--- src/design/dwvw_pkg.sv ---
// Shared types and constants for the DWVW sample decoder.
// Used by the controller, the datapath, the top level and the port checker.
package dwvw_pkg;

  localparam int MAX_WS_DEF     = 32;
  localparam int WS_MIN         = 8;
  localparam int WS_RST         = 16;
  localparam int CFG_WS_W       = 6;
  localparam int CFG_AW         = 3;
  localparam int CFG_DW         = 32;
  localparam int IN_W           = 8;
  localparam int OUT_W          = 32;
  localparam int BIT_CNT_W      = 3;

  localparam logic [BIT_CNT_W-1:0] BIT_LAST = 3'd7;
  localparam logic [0:0]           REG_WORD_SIZE = 1'b0;

  typedef enum logic [1:0] {
    ST_IDLE,
    ST_RUN,
    ST_FLUSH
  } seq_state_t;

  typedef enum logic [2:0] {
    PH_UNARY,
    PH_MODSIGN,
    PH_MAG,
    PH_DSIGN,
    PH_EXTRA
  } phase_t;

  typedef enum logic [1:0] {
    DM_ZERO,
    DM_POS,
    DM_NEG,
    DM_NEG_EXTRA
  } delta_mode_t;

  typedef struct packed {
    logic        load;
    logic        shift;
    logic        unary_inc;
    logic        unary_clr;
    logic        dw_load;
    logic        acc_init;
    logic        acc_shift;
    logic        emit;
    delta_mode_t mode;
    logic        push;
    logic        push_last;
  } dp_cmd_t;

  typedef struct packed {
    logic bit_val;
    logic unary_zero;
    logic unary_limit;
    logic width_zero;
    logic width_one;
    logic new_width_zero;
    logic new_width_one;
    logic rem_last;
    logic acc_max;
    logic out_free;
  } dp_status_t;

endpackage

--- src/design/dwvw_ctrl.sv ---
// Controller of the DWVW decoder: byte sequencing and per-bit decode phase.
// Depends on dwvw_pkg; drives dwvw_dp through dp_cmd_t and reads dp_status_t.
module dwvw_ctrl
  import dwvw_pkg::*;
(
  input  logic       clk,
  input  logic       rst_n,
  input  logic       in_valid,
  output logic       in_ready,
  input  dp_status_t sts,
  output dp_cmd_t    cmd
);

  seq_state_t           st_r, st_nxt;
  phase_t               ph_r, ph_nxt, ph_dec;
  logic [BIT_CNT_W-1:0] cnt_r, cnt_nxt;
  logic                 pend_r, pend_nxt;
  dp_cmd_t              bcmd;
  logic                 stall;

  always_ff @(posedge clk) begin
    if (!rst_n) begin
      st_r   <= ST_IDLE;
      ph_r   <= PH_UNARY;
      cnt_r  <= '0;
      pend_r <= 1'b0;
    end else begin
      st_r   <= st_nxt;
      ph_r   <= ph_nxt;
      cnt_r  <= cnt_nxt;
      pend_r <= pend_nxt;
    end
  end

  always_comb begin
    bcmd   = '0;
    ph_dec = ph_r;
    case (ph_r)
      PH_UNARY: begin
        if (sts.bit_val) begin
          if (sts.unary_zero) begin
            if (sts.width_zero) begin
              bcmd.emit = 1'b1;
              bcmd.mode = DM_ZERO;
            end else begin
              bcmd.acc_init = 1'b1;
              ph_dec = sts.width_one ? PH_DSIGN : PH_MAG;
            end
          end else begin
            ph_dec = PH_MODSIGN;
          end
        end else begin
          bcmd.unary_inc = 1'b1;
          if (sts.unary_limit) begin
            ph_dec = PH_MODSIGN;
          end
        end
      end
      PH_MODSIGN: begin
        bcmd.dw_load   = 1'b1;
        bcmd.unary_clr = 1'b1;
        if (sts.new_width_zero) begin
          bcmd.emit = 1'b1;
          bcmd.mode = DM_ZERO;
          ph_dec = PH_UNARY;
        end else begin
          bcmd.acc_init = 1'b1;
          ph_dec = sts.new_width_one ? PH_DSIGN : PH_MAG;
        end
      end
      PH_MAG: begin
        bcmd.acc_shift = 1'b1;
        if (sts.rem_last) begin
          ph_dec = PH_DSIGN;
        end
      end
      PH_DSIGN: begin
        if (!sts.bit_val) begin
          bcmd.emit = 1'b1;
          bcmd.mode = DM_POS;
          ph_dec = PH_UNARY;
        end else if (sts.acc_max) begin
          ph_dec = PH_EXTRA;
        end else begin
          bcmd.emit = 1'b1;
          bcmd.mode = DM_NEG;
          ph_dec = PH_UNARY;
        end
      end
      PH_EXTRA: begin
        bcmd.emit = 1'b1;
        bcmd.mode = DM_NEG_EXTRA;
        ph_dec = PH_UNARY;
      end
      default: begin
        ph_dec = PH_UNARY;
      end
    endcase
  end

  assign stall = bcmd.emit && pend_r && !sts.out_free;

  always_comb begin
    st_nxt   = st_r;
    ph_nxt   = ph_r;
    cnt_nxt  = cnt_r;
    pend_nxt = pend_r;
    cmd      = '0;
    in_ready = 1'b0;
    case (st_r)
      ST_IDLE: begin
        in_ready = 1'b1;
        if (in_valid) begin
          cmd.load = 1'b1;
          cnt_nxt  = '0;
          st_nxt   = ST_RUN;
        end
      end
      ST_RUN: begin
        if (!stall) begin
          cmd       = bcmd;
          cmd.shift = 1'b1;
          ph_nxt    = ph_dec;
          cnt_nxt   = cnt_r + 1'b1;
          if (bcmd.emit) begin
            pend_nxt = 1'b1;
            if (pend_r) begin
              cmd.push      = 1'b1;
              cmd.push_last = 1'b0;
            end
          end
          if (cnt_r == BIT_LAST) begin
            st_nxt = pend_nxt ? ST_FLUSH : ST_IDLE;
          end
        end
      end
      ST_FLUSH: begin
        if (sts.out_free) begin
          cmd.push      = 1'b1;
          cmd.push_last = 1'b1;
          pend_nxt      = 1'b0;
          st_nxt        = ST_IDLE;
        end
      end
      default: begin
        st_nxt = ST_IDLE;
      end
    endcase
  end

endmodule

--- src/design/dwvw_dp.sv ---
// Datapath of the DWVW decoder: bit shifter, width and delta registers,
// sample adder, pending sample and output register. Depends on dwvw_pkg.
module dwvw_dp
  import dwvw_pkg::*;
#(
  parameter int MAX_WORD_SIZE = MAX_WS_DEF
) (
  input  logic                clk,
  input  logic                rst_n,
  input  dp_cmd_t             cmd,
  output dp_status_t          sts,
  input  logic [CFG_WS_W-1:0] word_size,
  input  logic [IN_W-1:0]     in_byte,
  output logic                out_valid,
  input  logic                out_ready,
  output logic [OUT_W-1:0]    out_sample,
  output logic                out_last
);

  localparam int SW   = MAX_WORD_SIZE;
  localparam int WSW  = $clog2(MAX_WORD_SIZE + 1);
  localparam int IXW  = $clog2(MAX_WORD_SIZE);
  localparam int UW   = $clog2(MAX_WORD_SIZE / 2 + 1);
  localparam int RW   = $clog2(MAX_WORD_SIZE);
  localparam int WW   = WSW + 2;
  localparam int SUB_STEPS = (3 * MAX_WORD_SIZE / 2 - WS_MIN + WS_MIN - 1) / WS_MIN;
  localparam int ADD_STEPS = (MAX_WORD_SIZE / 2 + WS_MIN - 1) / WS_MIN;

  logic [IN_W-1:0]  byte_r, byte_nxt;
  logic [UW-1:0]    unary_r, unary_nxt;
  logic [WSW-1:0]   dw_r, dw_nxt;
  logic [SW-1:0]    acc_r, acc_nxt;
  logic [RW-1:0]    rem_r, rem_nxt;
  logic [SW-1:0]    cur_r, cur_nxt;
  logic [SW-1:0]    pend_r, pend_nxt;
  logic             out_valid_r, out_valid_nxt;
  logic [OUT_W-1:0] out_data_r, out_data_nxt;
  logic             out_last_r, out_last_nxt;

  logic [WSW-1:0]   ws;
  logic [WSW-1:0]   ws_m1;
  logic [IXW-1:0]   top_idx;
  logic             b;
  logic [WSW-1:0]   dw_new;
  logic [WSW-1:0]   width_sel;
  logic [SW-1:0]    operand;
  logic             cin;
  logic [SW-1:0]    sum;
  logic [SW-1:0]    sample;
  logic [SW-1:0]    acc_mask;
  logic             out_free;

  assign ws = (word_size < CFG_WS_W'(WS_MIN))        ? WSW'(WS_MIN) :
              (word_size > CFG_WS_W'(MAX_WORD_SIZE)) ? WSW'(MAX_WORD_SIZE) :
                                                       WSW'(word_size);
  assign ws_m1   = ws - 1'b1;
  assign top_idx = ws_m1[IXW-1:0];
  assign b       = byte_r[IN_W-1];

  always_comb begin
    logic signed [WW-1:0] dw_s;
    logic signed [WW-1:0] c_s;
    logic signed [WW-1:0] ws_s;
    logic signed [WW-1:0] raw;
    logic signed [WW-1:0] v;
    logic signed [WW-1:0] a;
    dw_s = $signed(WW'(dw_r));
    c_s  = $signed(WW'(unary_r));
    ws_s = $signed(WW'(ws));
    raw  = b ? (dw_s - c_s) : (dw_s + c_s);
    v    = raw;
    for (int k = 0; k < SUB_STEPS; k++) begin
      if (v > ws_s) begin
        v = v - ws_s;
      end
    end
    a = raw;
    for (int k = 0; k < ADD_STEPS; k++) begin
      if (a < 0) begin
        a = a + ws_s;
      end
    end
    dw_new = (raw < 0) ? a[WSW-1:0] : v[WSW-1:0];
  end

  assign width_sel = cmd.dw_load ? dw_new : dw_r;

  always_comb begin
    case (cmd.mode)
      DM_ZERO:      begin operand = '0;     cin = 1'b0; end
      DM_POS:       begin operand = acc_r;  cin = 1'b0; end
      DM_NEG:       begin operand = ~acc_r; cin = 1'b1; end
      DM_NEG_EXTRA: begin operand = ~acc_r; cin = !b;   end
      default:      begin operand = '0;     cin = 1'b0; end
    endcase
  end

  assign sum = cur_r + operand + SW'(cin);

  always_comb begin
    for (int i = 0; i < SW; i++) begin
      sample[i]   = (i >= int'(ws)) ? sum[top_idx] : sum[i];
      acc_mask[i] = (i + 1 < int'(ws));
    end
  end

  assign out_free = !out_valid_r || out_ready;

  always_comb begin
    byte_nxt      = byte_r;
    unary_nxt     = unary_r;
    dw_nxt        = dw_r;
    acc_nxt       = acc_r;
    rem_nxt       = rem_r;
    cur_nxt       = cur_r;
    pend_nxt      = pend_r;
    out_valid_nxt = out_valid_r;
    out_data_nxt  = out_data_r;
    out_last_nxt  = out_last_r;
    if (cmd.load) begin
      byte_nxt = in_byte;
    end else if (cmd.shift) begin
      byte_nxt = {byte_r[IN_W-2:0], 1'b0};
    end
    if (cmd.unary_clr) begin
      unary_nxt = '0;
    end else if (cmd.unary_inc) begin
      unary_nxt = unary_r + 1'b1;
    end
    if (cmd.dw_load) begin
      dw_nxt = dw_new;
    end
    if (cmd.acc_init) begin
      acc_nxt = SW'(1);
      rem_nxt = RW'(width_sel - 1'b1);
    end else if (cmd.acc_shift) begin
      acc_nxt = {acc_r[SW-2:0], b};
      rem_nxt = rem_r - 1'b1;
    end
    if (cmd.push) begin
      out_valid_nxt = 1'b1;
      out_data_nxt  = OUT_W'($signed(pend_r));
      out_last_nxt  = cmd.push_last;
    end else if (out_ready) begin
      out_valid_nxt = 1'b0;
    end
    if (cmd.emit) begin
      cur_nxt  = sample;
      pend_nxt = sample;
    end
  end

  always_ff @(posedge clk) begin
    if (!rst_n) begin
      unary_r     <= '0;
      dw_r        <= '0;
      acc_r       <= '0;
      rem_r       <= '0;
      cur_r       <= '0;
      out_valid_r <= 1'b0;
    end else begin
      unary_r     <= unary_nxt;
      dw_r        <= dw_nxt;
      acc_r       <= acc_nxt;
      rem_r       <= rem_nxt;
      cur_r       <= cur_nxt;
      out_valid_r <= out_valid_nxt;
    end
  end

  always_ff @(posedge clk) begin
    byte_r     <= byte_nxt;
    pend_r     <= pend_nxt;
    out_data_r <= out_data_nxt;
    out_last_r <= out_last_nxt;
  end

  always_comb begin
    sts.bit_val        = b;
    sts.unary_zero     = (unary_r == '0);
    sts.unary_limit    = ((WSW'(unary_r) + 1'b1) >= (ws >> 1));
    sts.width_zero     = (dw_r == '0);
    sts.width_one      = (dw_r == WSW'(1));
    sts.new_width_zero = (dw_new == '0);
    sts.new_width_one  = (dw_new == WSW'(1));
    sts.rem_last       = (rem_r == RW'(1));
    sts.acc_max        = (acc_r == acc_mask);
    sts.out_free       = out_free;
  end

  assign out_valid  = out_valid_r;
  assign out_sample = out_data_r;
  assign out_last   = out_last_r;

endmodule

--- src/design/dwvw_sample_decoder.sv ---
// Top level of the DWVW sample decoder: configuration register and glue.
// Instantiates dwvw_ctrl and dwvw_dp; depends on dwvw_pkg.
//
//   channel | direction | handshake              | payload
//   in_     | slave     | in_tvalid / in_tready   | in_tdata[7:0] = data_byte
//   out_    | master    | out_tvalid / out_tready | out_tdata[31:0] = audio_sample,
//           |           |                         | out_tlast = last_of_byte
//   cfg_    | APB slave | psel, penable, pready   | word_size at address 0
//
// One byte is taken in the idle cycle, then decoded one bit per cycle while no
// stall holds it; the bit chain through the shift register sets that pace.
// A byte that completes a sample then passes through a flush state to hand
// the last one out, waiting there until the output register is free.
// A full output register holds the bit sequence only when a further sample
// completes. Reset is synchronous; word_size returns to 16.
module dwvw_sample_decoder
  import dwvw_pkg::*;
#(
  parameter int MAX_WORD_SIZE = MAX_WS_DEF
) (
  input  logic              clk,
  input  logic              rst_n,
  input  logic              in_tvalid,
  output logic              in_tready,
  input  logic [IN_W-1:0]   in_tdata,    // [7:0] data_byte
  output logic              out_tvalid,
  input  logic              out_tready,
  output logic [OUT_W-1:0]  out_tdata,   // [31:0] audio_sample
  output logic              out_tlast,
  input  logic              cfg_psel,
  input  logic              cfg_penable,
  input  logic              cfg_pwrite,
  input  logic [CFG_AW-1:0] cfg_paddr,
  input  logic [CFG_DW-1:0] cfg_pwdata,
  output logic [CFG_DW-1:0] cfg_prdata,
  output logic              cfg_pready
);

  logic [CFG_WS_W-1:0] ws_r, ws_nxt;
  logic                sel_ws;
  dp_cmd_t             cmd;
  dp_status_t          sts;

  assign cfg_pready = 1'b1;
  assign sel_ws     = (cfg_paddr[CFG_AW-1:2] == REG_WORD_SIZE);

  always_comb begin
    ws_nxt = ws_r;
    if (cfg_psel && cfg_penable && cfg_pwrite && cfg_pready && sel_ws) begin
      ws_nxt = cfg_pwdata[CFG_WS_W-1:0];
    end
  end

  always_ff @(posedge clk) begin
    if (!rst_n) begin
      ws_r <= CFG_WS_W'(WS_RST);
    end else begin
      ws_r <= ws_nxt;
    end
  end

  assign cfg_prdata = sel_ws ? CFG_DW'(ws_r) : '0;

  dwvw_ctrl u_ctrl (
    .clk      (clk),
    .rst_n    (rst_n),
    .in_valid (in_tvalid),
    .in_ready (in_tready),
    .sts      (sts),
    .cmd      (cmd)
  );

  dwvw_dp #(
    .MAX_WORD_SIZE (MAX_WORD_SIZE)
  ) u_dp (
    .clk        (clk),
    .rst_n      (rst_n),
    .cmd        (cmd),
    .sts        (sts),
    .word_size  (ws_r),
    .in_byte    (in_tdata),
    .out_valid  (out_tvalid),
    .out_ready  (out_tready),
    .out_sample (out_tdata),
    .out_last   (out_tlast)
  );

endmodule

--- config.mk ---
export PLATFORM = sky130hd
export DESIGN_NAME = dwvw_sample_decoder
export DESIGN_NICKNAME = d
export VERILOG_FILES = /design/src/design/dwvw_pkg.sv /design/src/design/dwvw_ctrl.sv /design/src/design/dwvw_dp.sv /design/src/design/dwvw_sample_decoder.sv
export SDC_FILE = /design/constraint.sdc
export NUM_CORES = 1
export LEC_CHECK = 0
export ABC_AREA = 1
export BUFFER_PORTS_ARGS = -buffer_cell sky130_fd_sc_hd__buf_2
export CAP_MARGIN = 20
export CORE_UTILIZATION = 56
export CTS_CLUSTER_DIAMETER = 100
export DETAILED_ROUTE_END_ITERATION = 12
export PLACE_DENSITY = 0.88
export SLEW_MARGIN = 20
export SYNTH_ARGS = -nofsm -noshare
export SYNTH_HDL_FRONTEND = slang
export SYNTH_HIERARCHICAL = 1
export SYNTH_SLANG_ARGS = --single-unit
--- constraint.sdc ---
create_clock -name clk -period 13.3 [get_ports clk]
set_input_delay 0.665 -clock clk [delete_from_list [all_inputs] [get_ports clk]]
set_output_delay 0.665 -clock clk [all_outputs]
set_load 0.005 [all_outputs]
# Word level (Yosys, flattened, before mapping)
# Cells that the tools add are included.
# word_totals
register_bits,169
in_bits,50
out_inout_bits,68
elab_cells,269
# classes
add_sub_neg,17
order_cmp,75
n_eq_ne,21
muxes,108
n_bitwise,4
n_reduce_logical,28
# ops
op,n
5-bit by 6-bit greater-or-equal comparator with 1-bit output (first input constant),16
5-bit by 6-bit < comparator with 1-bit output (first input constant),16
32-bit one-hot mux with 3 select lines,1
8-bit 2-to-1 mux,8
1-bit 2-to-1 mux,53
4-bit by 6-bit greater-or-equal comparator with 1-bit output (first input constant),8
4-bit by 6-bit < comparator with 1-bit output (first input constant),8
3-bit 2-to-1 mux,16
6-bit 2-to-1 mux,7
8-bit by 7-bit greater-than comparator with 1-bit output,5
32-bit by 1-bit adder with 32-bit output,1
32-bit adder,1
32-bit equality test,1
32-bit NOT,1
8-bit by 7-bit subtractor with 8-bit output,4
3-bit by 6-bit greater-or-equal comparator with 1-bit output (first input constant),4
3-bit by 6-bit < comparator with 1-bit output (first input constant),4
3-bit one-hot mux with 4 select lines,2
2-bit 2-to-1 mux,9
8-bit by 1-bit < comparator with 1-bit output (second input constant),2
5-bit by 1-bit subtractor with 5-bit output (second input constant),3
6-bit by 1-bit equality test with 1-bit output (second input constant),2
1-bit by 6-bit greater-or-equal comparator with 1-bit output (first input constant),2
2-bit by 6-bit greater-or-equal comparator with 1-bit output (first input constant),2
other kinds (47),77

# Depth between registers and ports, before layout
# depth
word_depth,29
mapped_depth,116
mapped_depth_nobuf,112

# Hierarchy
# The synthesis kept the hierarchy.
# by_module_without_submodules
mod,n_inst,cells_each,area_each_um2,seq_area_each_um2
dwvw_dp,1,1730,12555.8,3813.7
dwvw_ctrl,1,144,883.3,180.2
dwvw_sample_decoder,1,83,593.1,120.1

# Worst setup path after synthesis
# No wires, ideal clock.
# synth_timing
kind,register to register
from,reg u_dp.unary_r[2]
to,reg u_dp.pend_r[8] (data pin)
setup_time_ps,259
arrival_time_ps,12527
required_ps,13041
setup_slack_ps,513
stages_incl_launch_ff,108
n_path_buf,6
synth_period_minus_slack_ps,12787
cell_sequence,dfxtp_1 inv_1 ha_1 buf_6 a21oi_1 nand2_1 a21oi_1 nor2_1 o21ai_0 o31ai_1 xor2_1 inv_1 ha_1 nand2_1 inv_1 nand2_2 nand3_2 nand2_2 [72 not listed] nand2_1 a21oi_1 o21bai_2 nand2_1 nand2_1 nand3_1 nand2_1 nand3_1 nand2_1 nand2_1 nand3_1 nand3_1 nand3_1 nand3_1 nand3_2 buf_6 nand3_2 nand2_1
# synth_rtl
item,line_no,rtl
start: declaration,dwvw_dp.sv:30,"logic [UW-1:0] unary_r, unary_nxt;"
start signal: assignment,dwvw_dp.sv:162,unary_r <= unary_nxt;
end signal: assignment,dwvw_dp.sv:173,pend_r <= pend_nxt;
end: declaration,dwvw_dp.sv:35,"logic [SW-1:0] pend_r, pend_nxt;"

==> summary.md <==
| Metric | Value |
|---|---|
| Avg Cell Area, Syn | `7.17 µm²` |
| CP max stage cell | `fa_2` |
| Commonest cells in the netlist | `nand2_1, inv_1, nor2_1` |
| Post-synthesis async set-or-reset flop share | `0%` |
| Cts-stage hold buffer count | `0` |
| Detailed Route WL | `about 45 mm` |
| FMAX | `74.2 MHz` |
| First-pass GRT wire length | `approximately 64 mm` |
| Die Y | `160 µm` |
| Final ANT Viol Nets | `0` |
| Largest net degree at the start of global routing | `48` |
| Ratio of cells with drive above 1 in the final layout | `31.3%` |
| Endpoints failing hold | `0` |
| IO Port Bufs | `62` |
| Syn Std Cell Area | `approximately 0.014 mm²` |
| Num CTS Buffers | `17` |
| FF/Latch Area | `between 0.004 and 0.005 mm²` |
| GR Overflow Total | `0` |
| Clock latency on the worst-skew pair | `0.44 ns` |
| Hold Crit Class | `reg -> reg` |
| CP peak stage delay | `0.37 ns` |
| Ant. Diodes | `0` |
| Top Ports | `118` |
| Post-synth cell types | `between 60 and 70` |
| Arrival time at the worst endpoint | `13.65 ns` |
| Die area | `0.0257 mm²` |
| Worst path most repeated cell | `nand2_1` |
| Status | `finished with violations` |
| Die Width | `160 µm` |
| Post-layout instance area | `0.0179 mm²` |
| # fillers | `1768` |
| YS warnings | `6` |
| Root Buffer | `clkbuf_16` |
| Global Route Usage Sum | `between 30% and 40%` |
| Clk_skew | `0.0130 ns` |
| Max clock buf depth | `2` |
| Max-cap viol count | `0` |
| Rows | `57` |
| Sink Count | `~170` |
| GP Congestion | `0.955` |
| Post-route setup slack | `-0.173 ns` |
| Multi-input gate area | `a little under 0.01 mm²` |
| Peak fanout along the critical path | `16` |
| Pre-antenna DRT Iters | `6` |
| Worst r2r src | `u_dp/unary_r[1]` |
| Setup TNS | `-3.32 ns` |
| Flops & latches, synth | `169` |
| RSZ-0062 raised after global routing | `true` |
| Initial antenna violation count | `0` |
| Hold path start | `u_dp/pend_r[15]` |
| Synth top area cells | `edfxtp_1, dfxtp_1, nand2_1, ha_1, inv_1` |
| Fin crit share | `101%` |
| Synth area leader | `edfxtp_1` |
| Vias | `14700` |
| Dpl ws | `-0.383 ns` |
| 1st-iter DRT viols | `about 1600` |
| Post-synthesis sequential area ratio | `29.3%` |
| Area Overhead vs Synth | `27.4%` |
| Slew headroom | `39.5%` |
| Starting Density | `57.4%` |
| Clock-pin transition on the worst setup and hold timing paths | `0.08 ns` |
| CTS tree | `done` |
| Cells after Synth | `between 1500 and 2000` |
| CP Launch Type | `register` |
| Failing checks | `setup timing` |
| Drt wl/cell | `around 18 µm` |
| Vias in the first global route | `12800` |
| Setup violators final | `48` |
| Core footprint | `0.0245 mm²` |
| Number of flops mapped to enable cells by yosys | `73` |
| CP endpoint kind | `register` |
| DP HPWL | `30.4 mm` |
| Residual DRC count | `0` |
| Crit path from | `u_dp/unary_r[1]` |
| Slew @ Worst Pin | `0.900 ns` |
| CP Class | `reg -> reg` |
| Post-DP Area | `approximately 0.016 mm²` |
| DR vias/cell | `5.81` |
| H-tree depth reported by CTS | `4` |
| Most common cell in the netlist | `nand2_1` |
| Synth top area share | `15.6%` |
| Slew Limit Fails | `0` |
| Final Net Count | `2357` |
| Main synth FF type | `dfxtp_1` |
| WP data required | `~13 ns` |
| Final worst path period need | `13.47 ns` |
-- stage by stage --
| step | cells | hold WS [ns] | utilization (%) |
|---|---|---|---|
| 6_report | 2534 | 0.421 | 73.1 |
| 5_1_grt | 2534 | 0.425 | 73.1 |
| 3_5_place_dp | 2455 | 0.405 | 64.2 |
| 2_1_floorplan | 1982 | 0.400 | - |
| 4_1_cts | 2496 | 0.422 | 67.2 |
| 3_3_place_gp | 2455 | 0.401 | 64.2 |
-- final timing paths --
check	to	slack, ns	cells after the start
worst max-delay path	u_dp/pend_r[26]	-0.17	99
worst min-delay path	u_dp/out_sample[15]	0.42	0
worst max register to register	u_dp/pend_r[26]	-0.17	99
worst min register to register	u_dp/out_sample[15]	0.42	0
-- cell type report --
class	instances	area share, %
clock buffers	18	2.40
clock inverters	14	0.840
inverters	275	5.83
multi-input cells	1455	53.8
flip-flops and latches	169	23.1
well taps	324	2.27
repair buffers	279	11.7
-- layout by cell type (no fill, tap or decap), types with 50 or more instances in the layout --
cell type  instances
buf_4            200
dfxtp_1           89
ha_1              73
edfxtp_1          73
inv_1            238
a21oi_1           91
nand2_2           75
nand2_1          344
nor2_1           215
o21ai_0           50
nand3_1          102
buf_2             62
nand3_2           64
-- state kept, by name (all words and copies together) (netlist names) --
signal,count
u_ctrl/pend_r,1
u_dp/acc_r,32
u_dp/byte_r,8
u_ctrl/cnt_r,3
u_ctrl/ph_r,3
u_dp/rem_r,5
u_dp/pend_r,32
u_dp/out_sample,32
u_ctrl/st_r,2
u_dp/dw_r,6
u_dp/out_last,1
ws_r,6
u_dp/unary_r,5
u_dp/cur_r,32
u_dp/out_valid,1
-- metal layers --
metal  share of wire, %  routed length, µm  GRT usage [%]  vias up
li1                   -                  -              -     6860
met3                8.3               3740           3.69      175
met4                4.7               2140           12.2        0
met5                  0                  0              0        -
met1                 41              18300           41.4     6886
met2                 46              21000           50.9      811
-- worst max-delay path, delay by kind of cell, from the launching register on --
kind / cells / cell delay, ns
xor gates and xnor gates: 2 / 0.48
adders and majority gates: 9 / 2.65
AOI/OAI and AO/OA: 18 / 2.82
DFF: 1 / 0.34
buffers and inverters: 18 / 1.84
and+or+nand+nor: 52 / 5.01
-- kinds of logic (layout without fill, tap and decap cells) --
logic type / Yosys count / count (layout) / share of synthesized area, %
compound gates: 319 / 319 / 13.8
xor+xnor: 63 / 63 / 3.93
other cells: 2 / 27 / 0.0535
simple gates: 936 / 936 / 31.6
fa+ha+maj: 110 / 110 / 10.4
buf+inv: 358 / 586 / 10.9
flops: 169 / 169 / 29.3
-- repair_timing --
item	4_1_cts	5_1_grt
buffers inserted	9	34
gates resized for setup	22	272
gates cloned	0	3
pin swaps	9	93
endpoints found under the setup margin	48	52
Power is left out: the tool's default activity adds up to more than one toggle a clock period on the data nets, which glitch-free logic cannot reach.
